`src/rtl/flow_rate_step_admission_core_macros.svh`:
```
// Assertion macros for the flow rate step admission core.
`ifndef FLOW_RATE_STEP_ADMISSION_CORE_MACROS_SVH
`define FLOW_RATE_STEP_ADMISSION_CORE_MACROS_SVH
`ifndef NO_ASSERTIONS
`define FRSA_ASSERT_ALWAYS(label, cond, msg) \
    label: assert property (@(posedge clk) disable iff (!rst_n) (cond)) else $error(msg);
`define FRSA_ASSERT_NEXT(label, pre, post) \
    label: assert property (@(posedge clk) disable iff (!rst_n) (pre) |=> (post)) \
        else $error("next-cycle check failed");
`else
`define FRSA_ASSERT_ALWAYS(label, cond, msg)
`define FRSA_ASSERT_NEXT(label, pre, post)
`endif
`endif

```
`src/rtl/frsa_pkg.sv`:
```
// Package with types and constants of the flow rate step admission core.
package frsa_pkg;
    typedef enum logic [1:0] {
        ACT_STEP  = 2'd0,
        ACT_QUERY = 2'd1,
        ACT_UTIL  = 2'd2,
        ACT_ON    = 2'd3
    } action_t;

    typedef enum logic [3:0] {
        ST_IDLE, ST_EXEC, ST_PEN0, ST_PEN1, ST_PEN2, ST_PEN3,
        ST_MP0, ST_MP1, ST_MP2, ST_MP3, ST_RATE, ST_DVLD, ST_DIV, ST_DONE
    } state_t;

    localparam logic [2:0] REG_QTHRESH  = 3'd0;
    localparam logic [2:0] REG_NSTEPS   = 3'd1;
    localparam logic [2:0] REG_TOPRATE  = 3'd2;
    localparam logic [2:0] REG_DELTA    = 3'd3;
    localparam logic [2:0] REG_AVGINT   = 3'd4;
    localparam logic [2:0] REG_RESTART  = 3'd5;
    localparam logic [2:0] REG_UTILVAL  = 3'd6;
    localparam logic [2:0] REG_AVGCAP   = 3'd7;

    localparam logic [34:0] RST_QTHRESH = 35'd65536;
    localparam logic [7:0]  RST_NSTEPS  = 8'd8;
    localparam logic [31:0] RST_TOPRATE = 32'd1000000;
    localparam logic [16:0] RST_DELTA   = 17'd58982;
    localparam logic [23:0] RST_AVGINT  = 24'd30000;
    localparam logic [23:0] RST_RESTART = 24'd6000000;
    localparam logic [7:0]  RST_UTILVAL = 8'd1;
    localparam logic [23:0] RST_AVGCAP  = 24'd50000;

    localparam logic [16:0] Q16_ONE     = 17'd65536;
    localparam logic [19:0] INERTIA_INC = 20'd10000;
    localparam logic [19:0] INERTIA_MAX = 20'd300000;
    localparam logic [5:0]  DIV_LAST    = 6'd39;
endpackage

```
`src/rtl/flow_rate_step_admission_core.sv`:
```
// Top level of the flow rate step admission core with its sequencer and shared multiplier.
//
//   channel | signals                                      | handshake
//   input   | action, now_us, queue_bytes                  | in_valid / in_ready
//   output  | rate_bps, step_level, flow_on, triaged,      | out_valid / out_ready
//           | utility, accepted                            |
//   config  | cfg_index, cfg_data                          | cfg_we, no wait
//
// An item's time is dominated by the 40-step restoring divider of the rate,
// and penalty and limit products run through one shared 33 x 25 multiplier.
// Reset loads the register defaults and the flow starts on at step one.
// A result waits in the output register until taken; a new item is taken meanwhile,
// and its own result waits in the last state while the previous one is still held.
`include "flow_rate_step_admission_core_macros.svh"

module flow_rate_step_admission_core (
    input  logic        clk,
    input  logic        rst_n,
    input  logic        in_valid,
    output logic        in_ready,
    input  logic [1:0]  action,
    input  logic [47:0] now_us,
    input  logic [31:0] queue_bytes,
    output logic        out_valid,
    input  logic        out_ready,
    output logic [31:0] rate_bps,
    output logic [7:0]  step_level,
    output logic        flow_on,
    output logic        triaged,
    output logic [7:0]  utility,
    output logic        accepted,
    input  logic        cfg_we,
    input  logic [2:0]  cfg_index,
    input  logic [34:0] cfg_data
);
    frsa_pkg::state_t state_reg, state_next;

    logic [34:0] qthresh_reg, qthresh_next;
    logic [7:0]  nsteps_reg, nsteps_next;
    logic [31:0] top_reg, top_next;
    logic [16:0] delta_reg, delta_next;
    logic [23:0] restart_reg, restart_next;
    logic [7:0]  utilval_reg, utilval_next;
    logic [23:0] avgcap_reg, avgcap_next;

    logic        on_reg, on_next;
    logic [7:0]  step_reg, step_next;
    logic [7:0]  lsu_reg, lsu_next;
    logic [31:0] lrate_reg, lrate_next;
    logic [63:0] pen_reg, pen_next;
    logic [47:0] elap_reg, elap_next;
    logic [47:0] lut_reg, lut_next;
    logic [47:0] iet_reg, iet_next;
    logic [23:0] cavg_reg, cavg_next;
    logic [19:0] inert_reg, inert_next;
    logic [7:0]  unow_reg, unow_next;

    frsa_pkg::action_t act_reg, act_next;
    logic [47:0] now_reg, now_next;
    logic        qover_reg, qover_next;
    logic [47:0] el_reg, el_next;
    logic        acc_reg, acc_next;
    logic        tri_reg, tri_next;

    logic [57:0] prod_reg, prod_next;
    logic [57:0] hold_reg, hold_next;
    logic [15:0] alo_reg, alo_next;
    logic [63:0] add_reg, add_next;
    logic [39:0] dvd_reg, dvd_next;
    logic [8:0]  rem_reg, rem_next;
    logic [5:0]  cnt_reg, cnt_next;

    logic        ov_reg, ov_next;
    logic [31:0] o_rate_reg, o_rate_next;
    logic [7:0]  o_step_reg, o_step_next;
    logic        o_on_reg, o_on_next;
    logic        o_tri_reg, o_tri_next;
    logic [7:0]  o_util_reg, o_util_next;
    logic        o_acc_reg, o_acc_next;

    logic [32:0] mul_a;
    logic [24:0] mul_b;
    logic [7:0]  n_eff;
    logic [31:0] diff;
    logic [16:0] dsat;
    logic [24:0] tsum;
    logic [79:0] pen_prod;
    logic [64:0] pen_sum;
    logic [48:0] elap_sum;
    logic [63:0] mp;
    logic        over_lim;
    logic [8:0]  dbl;
    logic [8:0]  up_sum;
    logic [8:0]  rem_sh;
    logic [31:0] rate_q;
    logic [19:0] inert_grown;
    logic        in_fire;

    assign in_fire  = in_valid && in_ready;
    assign in_ready = (state_reg == frsa_pkg::ST_IDLE);

    assign n_eff    = (nsteps_reg == 8'd0) ? 8'd1 : nsteps_reg;
    assign diff     = (top_reg > lrate_reg) ? top_reg - lrate_reg : 32'd0;
    assign dsat     = (delta_reg > frsa_pkg::Q16_ONE) ? frsa_pkg::Q16_ONE : delta_reg;
    assign tsum     = 25'(cavg_reg) + 25'(inert_reg);
    assign pen_prod = (80'(prod_reg) << 24) + 80'(hold_reg);
    assign pen_sum  = 65'(pen_reg) + 65'(add_reg);
    assign elap_sum = 49'(elap_reg) + 49'(el_reg);
    assign mp       = 64'(hold_reg) + 64'(prod_reg[57:16]);
    assign over_lim = pen_reg > mp;
    assign dbl      = {lsu_reg, 1'b0};
    assign rem_sh   = {rem_reg[7:0], dvd_reg[39]};
    assign rate_q   = (dvd_reg[39:32] != 8'd0) ? 32'hFFFF_FFFF : dvd_reg[31:0];
    assign inert_grown = (inert_reg < frsa_pkg::INERTIA_MAX) ?
                         inert_reg + frsa_pkg::INERTIA_INC : inert_reg;

    always_comb
    begin
        lsu_next = lsu_reg;
        if (!qover_reg && lsu_reg != 8'd0)
        begin
            lsu_next = (dbl < 9'(n_eff)) ? dbl[7:0] : n_eff;
        end
        else if (!qover_reg)
        begin
            lsu_next = 8'd1;
        end
        up_sum = 9'(step_reg) + 9'(lsu_next);
    end

    always_comb
    begin
        mul_a = 33'd0;
        mul_b = 25'd0;
        case (state_reg)
            frsa_pkg::ST_PEN0:
            begin
                mul_a = {1'b0, diff};
                mul_b = {1'b0, el_reg[23:0]};
            end
            frsa_pkg::ST_PEN1:
            begin
                mul_a = {1'b0, diff};
                mul_b = {1'b0, el_reg[47:24]};
            end
            frsa_pkg::ST_MP0:
            begin
                mul_a = {1'b0, top_reg};
                mul_b = 25'(frsa_pkg::Q16_ONE - dsat);
            end
            frsa_pkg::ST_MP1:
            begin
                mul_a = prod_reg[48:16];
                mul_b = tsum;
            end
            frsa_pkg::ST_MP2:
            begin
                mul_a = {17'd0, alo_reg};
                mul_b = tsum;
            end
            frsa_pkg::ST_RATE:
            begin
                mul_a = {1'b0, top_reg};
                mul_b = {17'd0, step_reg};
            end
            default:
            begin
                mul_a = 33'd0;
                mul_b = 25'd0;
            end
        endcase
        prod_next = 58'(mul_a) * 58'(mul_b);
    end

    always_comb
    begin
        state_next = state_reg;
        case (state_reg)
            frsa_pkg::ST_IDLE: if (in_fire) state_next = frsa_pkg::ST_EXEC;
            frsa_pkg::ST_EXEC:
            begin
                state_next = frsa_pkg::ST_RATE;
                if (on_reg && act_reg == frsa_pkg::ACT_QUERY && lut_reg != 48'd0 &&
                    lsu_reg == 8'd0)
                begin
                    state_next = frsa_pkg::ST_PEN0;
                end
                else if (on_reg && act_reg == frsa_pkg::ACT_UTIL)
                begin
                    state_next = (lut_reg != 48'd0 && lsu_reg == 8'd0) ?
                                 frsa_pkg::ST_PEN0 : frsa_pkg::ST_MP0;
                end
            end
            frsa_pkg::ST_PEN0: state_next = frsa_pkg::ST_PEN1;
            frsa_pkg::ST_PEN1: state_next = frsa_pkg::ST_PEN2;
            frsa_pkg::ST_PEN2: state_next = frsa_pkg::ST_PEN3;
            frsa_pkg::ST_PEN3:
                state_next = (act_reg == frsa_pkg::ACT_UTIL) ? frsa_pkg::ST_MP0 :
                             frsa_pkg::ST_RATE;
            frsa_pkg::ST_MP0: state_next = frsa_pkg::ST_MP1;
            frsa_pkg::ST_MP1: state_next = frsa_pkg::ST_MP2;
            frsa_pkg::ST_MP2: state_next = frsa_pkg::ST_MP3;
            frsa_pkg::ST_MP3: state_next = frsa_pkg::ST_RATE;
            frsa_pkg::ST_RATE: state_next = frsa_pkg::ST_DVLD;
            frsa_pkg::ST_DVLD: state_next = frsa_pkg::ST_DIV;
            frsa_pkg::ST_DIV:
                if (cnt_reg == frsa_pkg::DIV_LAST) state_next = frsa_pkg::ST_DONE;
            frsa_pkg::ST_DONE: if (!ov_reg || out_ready) state_next = frsa_pkg::ST_IDLE;
            default: state_next = frsa_pkg::ST_IDLE;
        endcase
    end

    always_comb
    begin
        qthresh_next = qthresh_reg;
        nsteps_next  = nsteps_reg;
        top_next     = top_reg;
        delta_next   = delta_reg;
        restart_next = restart_reg;
        utilval_next = utilval_reg;
        avgcap_next  = avgcap_reg;
        on_next      = on_reg;
        step_next    = step_reg;
        lrate_next   = lrate_reg;
        pen_next     = pen_reg;
        elap_next    = elap_reg;
        lut_next     = lut_reg;
        iet_next     = iet_reg;
        cavg_next    = cavg_reg;
        inert_next   = inert_reg;
        unow_next    = unow_reg;
        act_next     = act_reg;
        now_next     = now_reg;
        qover_next   = qover_reg;
        el_next      = el_reg;
        acc_next     = acc_reg;
        tri_next     = tri_reg;
        hold_next    = hold_reg;
        alo_next     = alo_reg;
        add_next     = add_reg;
        dvd_next     = dvd_reg;
        rem_next     = rem_reg;
        cnt_next     = cnt_reg;
        ov_next      = ov_reg && !out_ready;
        o_rate_next  = o_rate_reg;
        o_step_next  = o_step_reg;
        o_on_next    = o_on_reg;
        o_tri_next   = o_tri_reg;
        o_util_next  = o_util_reg;
        o_acc_next   = o_acc_reg;

        if (cfg_we)
        begin
            case (cfg_index)
                frsa_pkg::REG_QTHRESH: qthresh_next = cfg_data;
                frsa_pkg::REG_NSTEPS:  nsteps_next  = cfg_data[7:0];
                frsa_pkg::REG_TOPRATE: top_next     = cfg_data[31:0];
                frsa_pkg::REG_DELTA:   delta_next   = cfg_data[16:0];
                frsa_pkg::REG_AVGINT:
                begin
                    cavg_next = cfg_data[23:0];
                    iet_next  = 48'(cfg_data[23:0]);
                end
                frsa_pkg::REG_RESTART: restart_next = cfg_data[23:0];
                frsa_pkg::REG_UTILVAL: utilval_next = cfg_data[7:0];
                frsa_pkg::REG_AVGCAP:  avgcap_next  = cfg_data[23:0];
                default: qthresh_next = qthresh_reg;
            endcase
        end

        case (state_reg)
            frsa_pkg::ST_IDLE:
            begin
                if (in_fire)
                begin
                    act_next   = frsa_pkg::action_t'(action);
                    now_next   = now_us;
                    qover_next = {queue_bytes, 3'b000} > qthresh_reg;
                    el_next    = (now_us >= lut_reg) ? now_us - lut_reg : 48'd0;
                    acc_next   = 1'b0;
                    tri_next   = 1'b0;
                end
            end
            frsa_pkg::ST_EXEC:
            begin
                case (act_reg)
                    frsa_pkg::ACT_STEP:
                    begin
                        if (on_reg)
                        begin
                            acc_next = 1'b1;
                            if (qover_reg)
                            begin
                                if (step_reg != 8'd0) step_next = step_reg - 8'd1;
                            end
                            else
                            begin
                                step_next = (up_sum < 9'(n_eff)) ? up_sum[7:0] : n_eff;
                            end
                        end
                    end
                    frsa_pkg::ACT_QUERY:
                    begin
                        if (on_reg)
                        begin
                            acc_next = 1'b1;
                            if (lut_reg == 48'd0 || lsu_reg != 8'd0)
                            begin
                                if (lut_reg != 48'd0)
                                begin
                                    elap_next = elap_sum[48] ? 48'hFFFF_FFFF_FFFF :
                                                elap_sum[47:0];
                                end
                                lut_next = now_reg;
                            end
                        end
                    end
                    frsa_pkg::ACT_UTIL:
                    begin
                        if (on_reg)
                        begin
                            acc_next = 1'b1;
                            if (!(lut_reg != 48'd0 && lsu_reg == 8'd0))
                            begin
                                elap_next = elap_sum[48] ? 48'hFFFF_FFFF_FFFF :
                                            elap_sum[47:0];
                            end
                        end
                    end
                    default:
                    begin
                        if (!on_reg && now_reg >= lut_reg &&
                            now_reg - lut_reg >= 48'(restart_reg))
                        begin
                            acc_next   = 1'b1;
                            on_next    = 1'b1;
                            step_next  = 8'd1;
                            elap_next  = 48'd0;
                            pen_next   = 64'd0;
                            inert_next = 20'd0;
                            lut_next   = now_reg;
                            if (avgcap_reg < cavg_reg)
                            begin
                                cavg_next = avgcap_reg;
                                iet_next  = now_reg + 48'(avgcap_reg);
                            end
                            else
                            begin
                                iet_next = now_reg + 48'(cavg_reg);
                            end
                        end
                    end
                endcase
            end
            frsa_pkg::ST_PEN1: hold_next = prod_reg;
            frsa_pkg::ST_PEN2:
                add_next = (pen_prod[79:64] != 16'd0) ? 64'hFFFF_FFFF_FFFF_FFFF :
                           pen_prod[63:0];
            frsa_pkg::ST_PEN3:
            begin
                pen_next  = pen_sum[64] ? 64'hFFFF_FFFF_FFFF_FFFF : pen_sum[63:0];
                elap_next = elap_sum[48] ? 48'hFFFF_FFFF_FFFF : elap_sum[47:0];
                if (act_reg == frsa_pkg::ACT_QUERY) lut_next = now_reg;
            end
            frsa_pkg::ST_MP1: alo_next = prod_reg[15:0];
            frsa_pkg::ST_MP2: hold_next = prod_reg;
            frsa_pkg::ST_MP3:
            begin
                if (over_lim)
                begin
                    on_next   = 1'b0;
                    unow_next = 8'd0;
                    tri_next  = 1'b1;
                end
                else
                begin
                    lut_next = now_reg;
                    if (now_reg > iet_reg && elap_reg != 48'd0)
                    begin
                        unow_next  = utilval_reg;
                        inert_next = inert_grown;
                        pen_next   = 64'd0;
                        elap_next  = 48'd0;
                        iet_next   = now_reg + 48'(cavg_reg) + 48'(inert_grown);
                    end
                end
            end
            frsa_pkg::ST_DVLD:
            begin
                dvd_next = prod_reg[39:0];
                rem_next = 9'd0;
                cnt_next = 6'd0;
            end
            frsa_pkg::ST_DIV:
            begin
                cnt_next = cnt_reg + 6'd1;
                if (rem_sh >= 9'(n_eff))
                begin
                    rem_next = rem_sh - 9'(n_eff);
                    dvd_next = {dvd_reg[38:0], 1'b1};
                end
                else
                begin
                    rem_next = rem_sh;
                    dvd_next = {dvd_reg[38:0], 1'b0};
                end
            end
            frsa_pkg::ST_DONE:
            begin
                if (!ov_reg || out_ready)
                begin
                    ov_next     = 1'b1;
                    o_rate_next = on_reg ? rate_q : 32'd0;
                    o_step_next = step_reg;
                    o_on_next   = on_reg;
                    o_tri_next  = tri_reg;
                    o_util_next = unow_reg;
                    o_acc_next  = acc_reg;
                    if (act_reg == frsa_pkg::ACT_QUERY && on_reg) lrate_next = rate_q;
                end
            end
            default: cnt_next = cnt_reg;
        endcase
    end

    logic [7:0] lsu_upd;
    always_comb
    begin
        lsu_upd = lsu_reg;
        if (state_reg == frsa_pkg::ST_EXEC && act_reg == frsa_pkg::ACT_STEP && on_reg)
        begin
            lsu_upd = qover_reg ? 8'd0 : lsu_next;
        end
        else if (state_reg == frsa_pkg::ST_MP3 && over_lim)
        begin
            lsu_upd = 8'd1;
        end
    end

    always_ff @(posedge clk or negedge rst_n)
    begin
        if (!rst_n)
        begin
            state_reg   <= frsa_pkg::ST_IDLE;
            qthresh_reg <= frsa_pkg::RST_QTHRESH;
            nsteps_reg  <= frsa_pkg::RST_NSTEPS;
            top_reg     <= frsa_pkg::RST_TOPRATE;
            delta_reg   <= frsa_pkg::RST_DELTA;
            restart_reg <= frsa_pkg::RST_RESTART;
            utilval_reg <= frsa_pkg::RST_UTILVAL;
            avgcap_reg  <= frsa_pkg::RST_AVGCAP;
            on_reg      <= 1'b1;
            step_reg    <= 8'd1;
            lsu_reg     <= 8'd1;
            lrate_reg   <= 32'd0;
            pen_reg     <= 64'd0;
            elap_reg    <= 48'd0;
            lut_reg     <= 48'd0;
            iet_reg     <= 48'(frsa_pkg::RST_AVGINT);
            cavg_reg    <= frsa_pkg::RST_AVGINT;
            inert_reg   <= 20'd0;
            unow_reg    <= 8'd0;
            act_reg     <= frsa_pkg::ACT_STEP;
            now_reg     <= 48'd0;
            qover_reg   <= 1'b0;
            el_reg      <= 48'd0;
            acc_reg     <= 1'b0;
            tri_reg     <= 1'b0;
            prod_reg    <= 58'd0;
            hold_reg    <= 58'd0;
            alo_reg     <= 16'd0;
            add_reg     <= 64'd0;
            dvd_reg     <= 40'd0;
            rem_reg     <= 9'd0;
            cnt_reg     <= 6'd0;
            ov_reg      <= 1'b0;
            o_rate_reg  <= 32'd0;
            o_step_reg  <= 8'd0;
            o_on_reg    <= 1'b0;
            o_tri_reg   <= 1'b0;
            o_util_reg  <= 8'd0;
            o_acc_reg   <= 1'b0;
        end
        else
        begin
            state_reg   <= state_next;
            qthresh_reg <= qthresh_next;
            nsteps_reg  <= nsteps_next;
            top_reg     <= top_next;
            delta_reg   <= delta_next;
            restart_reg <= restart_next;
            utilval_reg <= utilval_next;
            avgcap_reg  <= avgcap_next;
            on_reg      <= on_next;
            step_reg    <= step_next;
            lsu_reg     <= lsu_upd;
            lrate_reg   <= lrate_next;
            pen_reg     <= pen_next;
            elap_reg    <= elap_next;
            lut_reg     <= lut_next;
            iet_reg     <= iet_next;
            cavg_reg    <= cavg_next;
            inert_reg   <= inert_next;
            unow_reg    <= unow_next;
            act_reg     <= act_next;
            now_reg     <= now_next;
            qover_reg   <= qover_next;
            el_reg      <= el_next;
            acc_reg     <= acc_next;
            tri_reg     <= tri_next;
            prod_reg    <= prod_next;
            hold_reg    <= hold_next;
            alo_reg     <= alo_next;
            add_reg     <= add_next;
            dvd_reg     <= dvd_next;
            rem_reg     <= rem_next;
            cnt_reg     <= cnt_next;
            ov_reg      <= ov_next;
            o_rate_reg  <= o_rate_next;
            o_step_reg  <= o_step_next;
            o_on_reg    <= o_on_next;
            o_tri_reg   <= o_tri_next;
            o_util_reg  <= o_util_next;
            o_acc_reg   <= o_acc_next;
        end
    end

    assign out_valid  = ov_reg;
    assign rate_bps   = o_rate_reg;
    assign step_level = o_step_reg;
    assign flow_on    = o_on_reg;
    assign triaged    = o_tri_reg;
    assign utility    = o_util_reg;
    assign accepted   = o_acc_reg;

    `FRSA_ASSERT_ALWAYS(a_triage_off, !(ov_reg && o_tri_reg && o_on_reg), "triaged item on")
    `FRSA_ASSERT_NEXT(a_busy_after_accept, in_fire, !in_ready)
    `FRSA_ASSERT_ALWAYS(a_div_count, !(state_reg == frsa_pkg::ST_DIV && cnt_reg > frsa_pkg::DIV_LAST), "div overrun")
endmodule
```
`config.mk`:
```
export PLATFORM = sky130hd
export DESIGN_NAME = flow_rate_step_admission_core
export DESIGN_NICKNAME = d
export VERILOG_FILES = /design/src/rtl/frsa_pkg.sv /design/src/rtl/flow_rate_step_admission_core.sv
export VERILOG_INCLUDE_DIRS = /design/src /design/src/rtl
export SDC_FILE = /design/constraint.sdc
export NUM_CORES = 2
export LEC_CHECK = 0
export BUFFER_PORTS_ARGS = -buffer_cell sky130_fd_sc_hd__buf_4
export CORE_ASPECT_RATIO = 0.5
export CORE_MARGIN = 3
export CORE_UTILIZATION = 40
export CTS_CLUSTER_DIAMETER = 50
export DETAILED_ROUTE_END_ITERATION = 8
export MAX_ROUTING_LAYER = met4
export SLEW_MARGIN = 10
export SYNTH_ARGS = -nofsm -noshare
export SYNTH_HDL_FRONTEND = slang
export SYNTH_SLANG_ARGS = --single-unit
```
`constraint.sdc`:
```
create_clock -name clk -period 22.4 [get_ports clk]
set_input_delay 1.12 -clock clk [delete_from_list [all_inputs] [get_ports clk]]
set_output_delay 1.12 -clock clk [all_outputs]
set_load 0.02 [all_outputs]
```
== After elaboration in Yosys (flattened, before gate mapping) ==
Index checks and enable logic that the tools add are counted.

* Register bits: 864
* Output and inout bits: 53
* Logic and storage cells: 275
* Input bits: 125

* Muxes and demuxes: 92
* Reduce and logical (&&, ||, !) cells: 67
* Bitwise gates (word level): 1
* Order comparisons: 13
* Equality and inequality tests: 45
* Add/sub/neg operators: 17
* $mul: 1

{| class="wikitable"
|+ Operators by type and width
! kind !! count
|-
| 2-to-1 mux 48 bit || 22
|-
| one-hot mux 48 bit (3 select lines) || 3
|-
| 2-to-1 mux 64 bit || 6
|-
| one-hot mux 48 bit (2 select lines) || 2
|-
| one-hot mux 64 bit (3 select lines) || 1
|-
| 2-to-1 mux 24 bit || 6
|-
| one-hot mux 33 bit (4 select lines) || 1
|-
| one-hot mux 25 bit (5 select lines) || 1
|-
| 2-to-1 mux 8 bit || 15
|-
| 2-to-1 mux 20 bit || 5
|-
| adder 48 x 24 -> 48 bit || 2
|-
| >= comparator 48 bit || 2
|-
| 2-to-1 mux 32 bit || 3
|-
| nonzero test 48 bit || 2
|-
| subtractor 48 bit || 2
|-
| adder 80 x 58 -> 80 bit || 1
|-
| one-hot mux 40 bit (2 select lines) || 1
|-
| adder 64 x 64 -> 65 bit || 1
|-
| greater-than comparator 64 x 59 -> 1 bit || 1
|-
| adder 58 x 42 -> 59 bit || 1
|-
| multiplier 33 x 25 -> 58 bit || 1
|-
| one-hot mux 4 bit (14 select lines) || 1
|-
| adder 48 x 48 -> 49 bit || 1
|-
| adder 48 x 20 -> 48 bit || 1
|-
| other kinds (60) || 154
|}

== Depth between registers and ports, before layout ==
* Depth in word-level cells: 11
* Depth in mapped cells: 48
* Mapped depth without buffers: 44

== Worst setup path after synthesis ==
Ideal clock, no wire load.

* Path type: flip-flop to flip-flop
* Start: register delta_reg[5]
* End: register prod_reg[57]
* Arrival: 10.810 ns
* Buffers on the path: 2
* Clock period less this slack: 10.892 ns
* Library setup time: 0.082 ns
* Required time: 22.318 ns
* Slack: 11.508 ns
* Cell stages (with the launch flop): 45
* Path through: dfstp_2 or3_1 nor3_1 nand2_1 or3_1 o41ai_1 clkbuf_1 nand2_1 ha_1 o21ai_0 nor2_1 o21ai_0 nor2_1 a311oi_1 o21ai_0 a21oi_1 clkbuf_1 nor2_1 (+9 left out) fa_1 inv_1 fa_1 inv_1 ha_1 a21o_1 a21oi_1 nor2b_1 a311o_1 o211ai_1 o211ai_1 a31o_2 o41a_1 a221o_1 o21ba_2 o21ai_0 a21oi_1 a31oi_1

* Longest elaborated chain between the ends: 5

{| class="wikitable"
|+ RTL lines
! item !! line !! RTL
|-
| from (decl) || flow_rate_step_admission_core.sv:41 || <nowiki>logic [16:0] delta_reg, delta_next;</nowiki>
|-
| from (signal assigned) || flow_rate_step_admission_core.sv:448 || <nowiki>delta_reg <= frsa_pkg::RST_DELTA;</nowiki>
|-
| from (signal assigned) || flow_rate_step_admission_core.sv:490 || <nowiki>delta_reg <= delta_next;</nowiki>
|-
| greater-than comparator 17 bit || flow_rate_step_admission_core.sv:104 || <nowiki>assign dsat = (delta_reg > frsa_pkg::Q16_ONE) ? frsa_pkg::Q16_ONE : delta_reg;</nowiki>
|-
| 2-to-1 mux 17 bit * || flow_rate_step_admission_core.sv:104 ||
|-
| subtractor 17 x 17 -> 18 bit * || flow_rate_step_admission_core.sv:149 || <nowiki>mul_b = 25'(frsa_pkg::Q16_ONE - dsat);</nowiki>
|-
| one-hot mux 25 bit (5 select lines) * || flow_rate_step_admission_core.sv:135 || <nowiki>case (state_reg)</nowiki>
|-
| multiplier 33 x 25 -> 58 bit * || flow_rate_step_admission_core.sv:172 || <nowiki>prod_next = 58'(mul_a) * 58'(mul_b);</nowiki>
|-
| via prod_next[57] || flow_rate_step_admission_core.sv:65 || <nowiki>logic [57:0] prod_reg, prod_next;</nowiki>
|-
| to (signal assigned) || flow_rate_step_admission_core.sv:511 || <nowiki>prod_reg <= prod_next;</nowiki>
|-
| to (decl) || flow_rate_step_admission_core.sv:65 ||
|}

The timed path passes the listed nets; every way through them passes the cells marked *.
A chain may end at the register's enable or synchronous reset.

== Final worst setup path ==
* Start: register top_reg[10]
* End: register prod_reg[56]

* Longest elaborated chain between the ends: 4
* Elaborated cells on any way between the ends: 5
* Classes of those cells: add/sub: 1; mul: 1; order compare: 1; mux: 2

{| class="wikitable"
|+ RTL lines
! item !! line !! RTL
|-
| from (decl) || flow_rate_step_admission_core.sv:40 || <nowiki>logic [31:0] top_reg, top_next;</nowiki>
|-
| from (signal assigned) || flow_rate_step_admission_core.sv:447 || <nowiki>top_reg <= frsa_pkg::RST_TOPRATE;</nowiki>
|-
| from (signal assigned) || flow_rate_step_admission_core.sv:489 || <nowiki>top_reg <= top_next;</nowiki>
|-
| subtractor 32 bit / greater-than comparator 32 bit (equally long branches) || flow_rate_step_admission_core.sv:103 || <nowiki>assign diff = (top_reg > lrate_reg) ? top_reg - lrate_reg : 32'd0;</nowiki>
|-
| 2-to-1 mux 32 bit || flow_rate_step_admission_core.sv:103 ||
|-
| one-hot mux 33 bit (4 select lines) * || flow_rate_step_admission_core.sv:135 ||
|-
| multiplier 33 x 25 -> 58 bit * || flow_rate_step_admission_core.sv:172 ||
|-
| via prod_next[56] || flow_rate_step_admission_core.sv:65 ||
|}

Marked as above.

==> parameters.txt <==
Parameter                              Value

Detailed routing
  Number of nets still failing antenna checks after routing    0
  Remaining routing DRC violations    0
  TritonRoute pass-1 iters    9
  Vias per inst    5.72
  WL per Instance    23.9 um
  DRC marker count from the first detailed-route iteration    6698
  Total routed wirelength    317000 um
  Via count    75.9k

Synth
  Synth Register Bits    860
  Distinct cells, synth    108
  Syn Std Cell Area    88800 um^2
  Sequential element share of the synthesized area    24.3%
  Area share of the largest cell type after synthesis    22.8%
  Area contributors post-synth    sky130_fd_sc_hd__dfrtp_1 23%, sky130_fd_sc_hd__fa_1 16%, sky130_fd_sc_hd__ha_1 11%
  Share of synthesized flip-flops with an asynchronous set or reset    100%
  Most frequent cells after synthesis    1360 x sky130_fd_sc_hd__nand2_1, 1253 x sky130_fd_sc_hd__inv_1, 814 x sky130_fd_sc_hd__ha_1, 808 x sky130_fd_sc_hd__dfrtp_1, 799 x sky130_fd_sc_hd__nor2_1
  Post-synthesis adder-cell area fraction    27.7%
  Xor-xnor portion of the synthesized cell area    4.82%
  Simple-Gate Fraction of Synth Area    15.4%
  Post-synthesis net count    11.8k
  Area fraction in compound gates after synthesis    17.2%
  Total number of yosys warnings    0
  Gate count after technology mapping    10.2k
  Mapped Avg Cell Area    8.73 um^2
  Largest family of logic cells by synthesized area    adder cells
  Most instantiated library cell after synthesis    sky130_fd_sc_hd__nand2_1
  Multiplexer area fraction after synthesis    3.42%
  Commonest register cell after synthesis    sky130_fd_sc_hd__dfrtp_1
  Number of enable flip-flop cells after synthesis    0
  Cell type contributing the most total cell area after synthesis    sky130_fd_sc_hd__dfrtp_1

Global route
  Initial antenna violation count    25
  Vias in the first global route    74.5k
  Maximum number of pins on one net before global-route repair    147
  Congestion Overflow GR    0
  Global-route wire length before repair    477000 um
  Global-route usage over all layers    28.3%

Floorplanning
  Area of the die    228000 um^2
  Row cnt    121
  Chip Height    339 um
  Horizontal die dimension    672 um
  Starting Density    40.5%
  Num ports    178
  Standard cell core area    219000 um^2

Timing
  Setup slack of the critical path after layout    9890 ps
  Final Hold Vio Count    0
  Unrepaired setup endpoints after global routing    no
  Achievable Freq    79.9 MHz
  Final setup violation count    0
  Pins Over Slew Limit    0
  Final min period    12510 ps
  Fraction of the cycle the final worst path needs    55.8%
  Setup skew after layout    35.6 ps
  Post-route setup TNS    0 ps
  Relative slew slack    20.0%
  Slew at the pin with the worst max-slew slack    1200 ps

Cells and area
  Area growth from synthesis to layout    9.63%
  Number of filler cells placed in the layout    21.8k
  Area of combinational cells with multiple inputs    61300 um^2
  Filler-free cell count of the finished design    13.3k
  Fraction of final layout cells sized beyond drive strength 1    8.88%
  Flip-flop and latch area    21600 um^2
  Final Core Density    44.4%
  Number of nets at the end of the flow    11.9k

Setup path
  Worst endpoint required time    22990 ps
  Data arrival time of the worst path    13100 ps
  Critical Setup Path Class    reg2reg
  Register-to-Register Path Depth    40
  Kind of start point of the critical path    flop
  Type of destination of the critical path    flop
  Critical Path Slowest Stage Cell    sky130_fd_sc_hd__a221o_1
  Most numerous cell on the critical path    sky130_fd_sc_hd__fa_1
  Maximum cell stage delay along the critical path    810 ps
  Highest net fanout along the worst path    54

Place
  Hpwl dp    243000 um
  Cells after DPL    13.0k
  Worst slack after detailed placement    10160 ps
  Gpl congestion    0.974
  Buffers on Ports    177

Power
  Static leakage    47.2 nW
  Total power divided by cell area    142 nW/um^2
  Worst VDD drop    0.000104 V

Run status
  Result of the run    finished clean

CTS
  Register clock-pin slew on the reported worst setup and hold paths    60 ps
  Clk Tree Root Cell    sky130_fd_sc_hd__clkbuf_16
  Number of clock buffers inserted by TritonCTS    101
  Clock latency on the worst-skew pair    720 ps
  H-tree depth    3
  Post CTS Setup Buffer Count    0
  Post_cts resized    0
  Post-CTS Hold Buffers    0
  Sink count of the clock tree    860
  Bufs on Longest Clock Path    3
  Clock tree from TritonCTS    yes

Worst hold path
  HP Class    in2async

Job
  Number of violations of the max-capacitance limit    0
-- layout by cell type (no fill, tap or decap), types with 62 or more instances in the layout --
cell,netlist,routed
sky130_fd_sc_hd__mux2_2,228,228
sky130_fd_sc_hd__nand4_1,119,119
sky130_fd_sc_hd__o21a_1,87,87
sky130_fd_sc_hd__and2_1,65,65
sky130_fd_sc_hd__a22o_1,87,87
sky130_fd_sc_hd__nor2b_1,80,80
sky130_fd_sc_hd__clkbuf_16,0,102
sky130_fd_sc_hd__inv_1,1253,1253
sky130_fd_sc_hd__fa_1,721,721
sky130_fd_sc_hd__nand2b_1,90,89
sky130_fd_sc_hd__xor2_1,182,182
sky130_fd_sc_hd__a31oi_1,70,67
sky130_fd_sc_hd__nor3_1,121,115
sky130_fd_sc_hd__o21ai_0,468,463
sky130_fd_sc_hd__a21oi_1,529,521
sky130_fd_sc_hd__and3_1,69,68
sky130_fd_sc_hd__dfrtp_1,808,808
sky130_fd_sc_hd__xnor2_1,305,305
sky130_fd_sc_hd__nand2_1,1360,1359
sky130_fd_sc_hd__buf_4,3,327
sky130_fd_sc_hd__o2bb2ai_1,63,63
sky130_fd_sc_hd__nor2_1,799,789
sky130_fd_sc_hd__nand3_1,146,141
sky130_fd_sc_hd__a22oi_1,62,62
sky130_fd_sc_hd__ha_1,814,814
sky130_fd_sc_hd__a21o_1,295,295
-- per-stage QoR --
step                      cell area [um^2]  hold WS (ps)  power (mW)
after floorplan                      88800           439        8.77
after global placement               93800           456        11.8
after detailed placement             93800           464        11.9
after CTS                            97300           398        13.8
after global routing                 97400           440        14.9
final                                97400           424        13.9
-- worst paths after layout --
check                       startpoint  slack [ps]      endpoint
max                        top_reg[10]        9890  prod_reg[56]
min                              rst_n         420   now_reg[43]
max reg2reg                top_reg[10]        9890  prod_reg[56]
min reg2reg                unow_reg[5]         480    utility[5]
max in group asynchronous        rst_n       16700   add_reg[63]
min in group clk           unow_reg[5]         480    utility[5]
-- metal layers --
metal,track usage (%),part of all wire (%),up-vias
met1,36.6,43,37924
met3,5.39,7.8,585
met2,43.7,45,2670
li1,-,-,34672
met5,-,0,-
met4,11.1,4.6,0
-- final cells by class --
type,count,area share (%)
Tap cell,2952,3.79
Clock inverter,62,0.835
Clock buffer,122,2.78
Multi-Input combinational cell,7654,63.0
Timing Repair Buffer,329,2.56
Inverter,1253,4.83
Sequential cell,860,22.2
Antenna cell,25,0.0643
-- power by group --
part / switching [mW] / total (mW) / internal (mW)
clock: 0.780 / 1.79 / 1.01
combinational: 5.88 / 9.24 / 3.36
sequential: 0.706 / 2.82 / 2.11
-- cells by family after synthesis --
group / Yosys count
simple gates: 3063
compound gates: 2292
buf+inv: 1662
fa+ha+maj: 1535
flops: 860
xor+xnor: 488
mux: 275
other cells: 1
-- worst max-delay path: cells and delay by family (launching register included) --
family | cells | cell delay [ps]
compound gates | 18 | 5110
fa+ha+maj | 9 | 4370
buf+inv | 7 | 800
simple gates | 6 | 1630
flops | 1 | 410
Power figures use the tool's default switching activity.
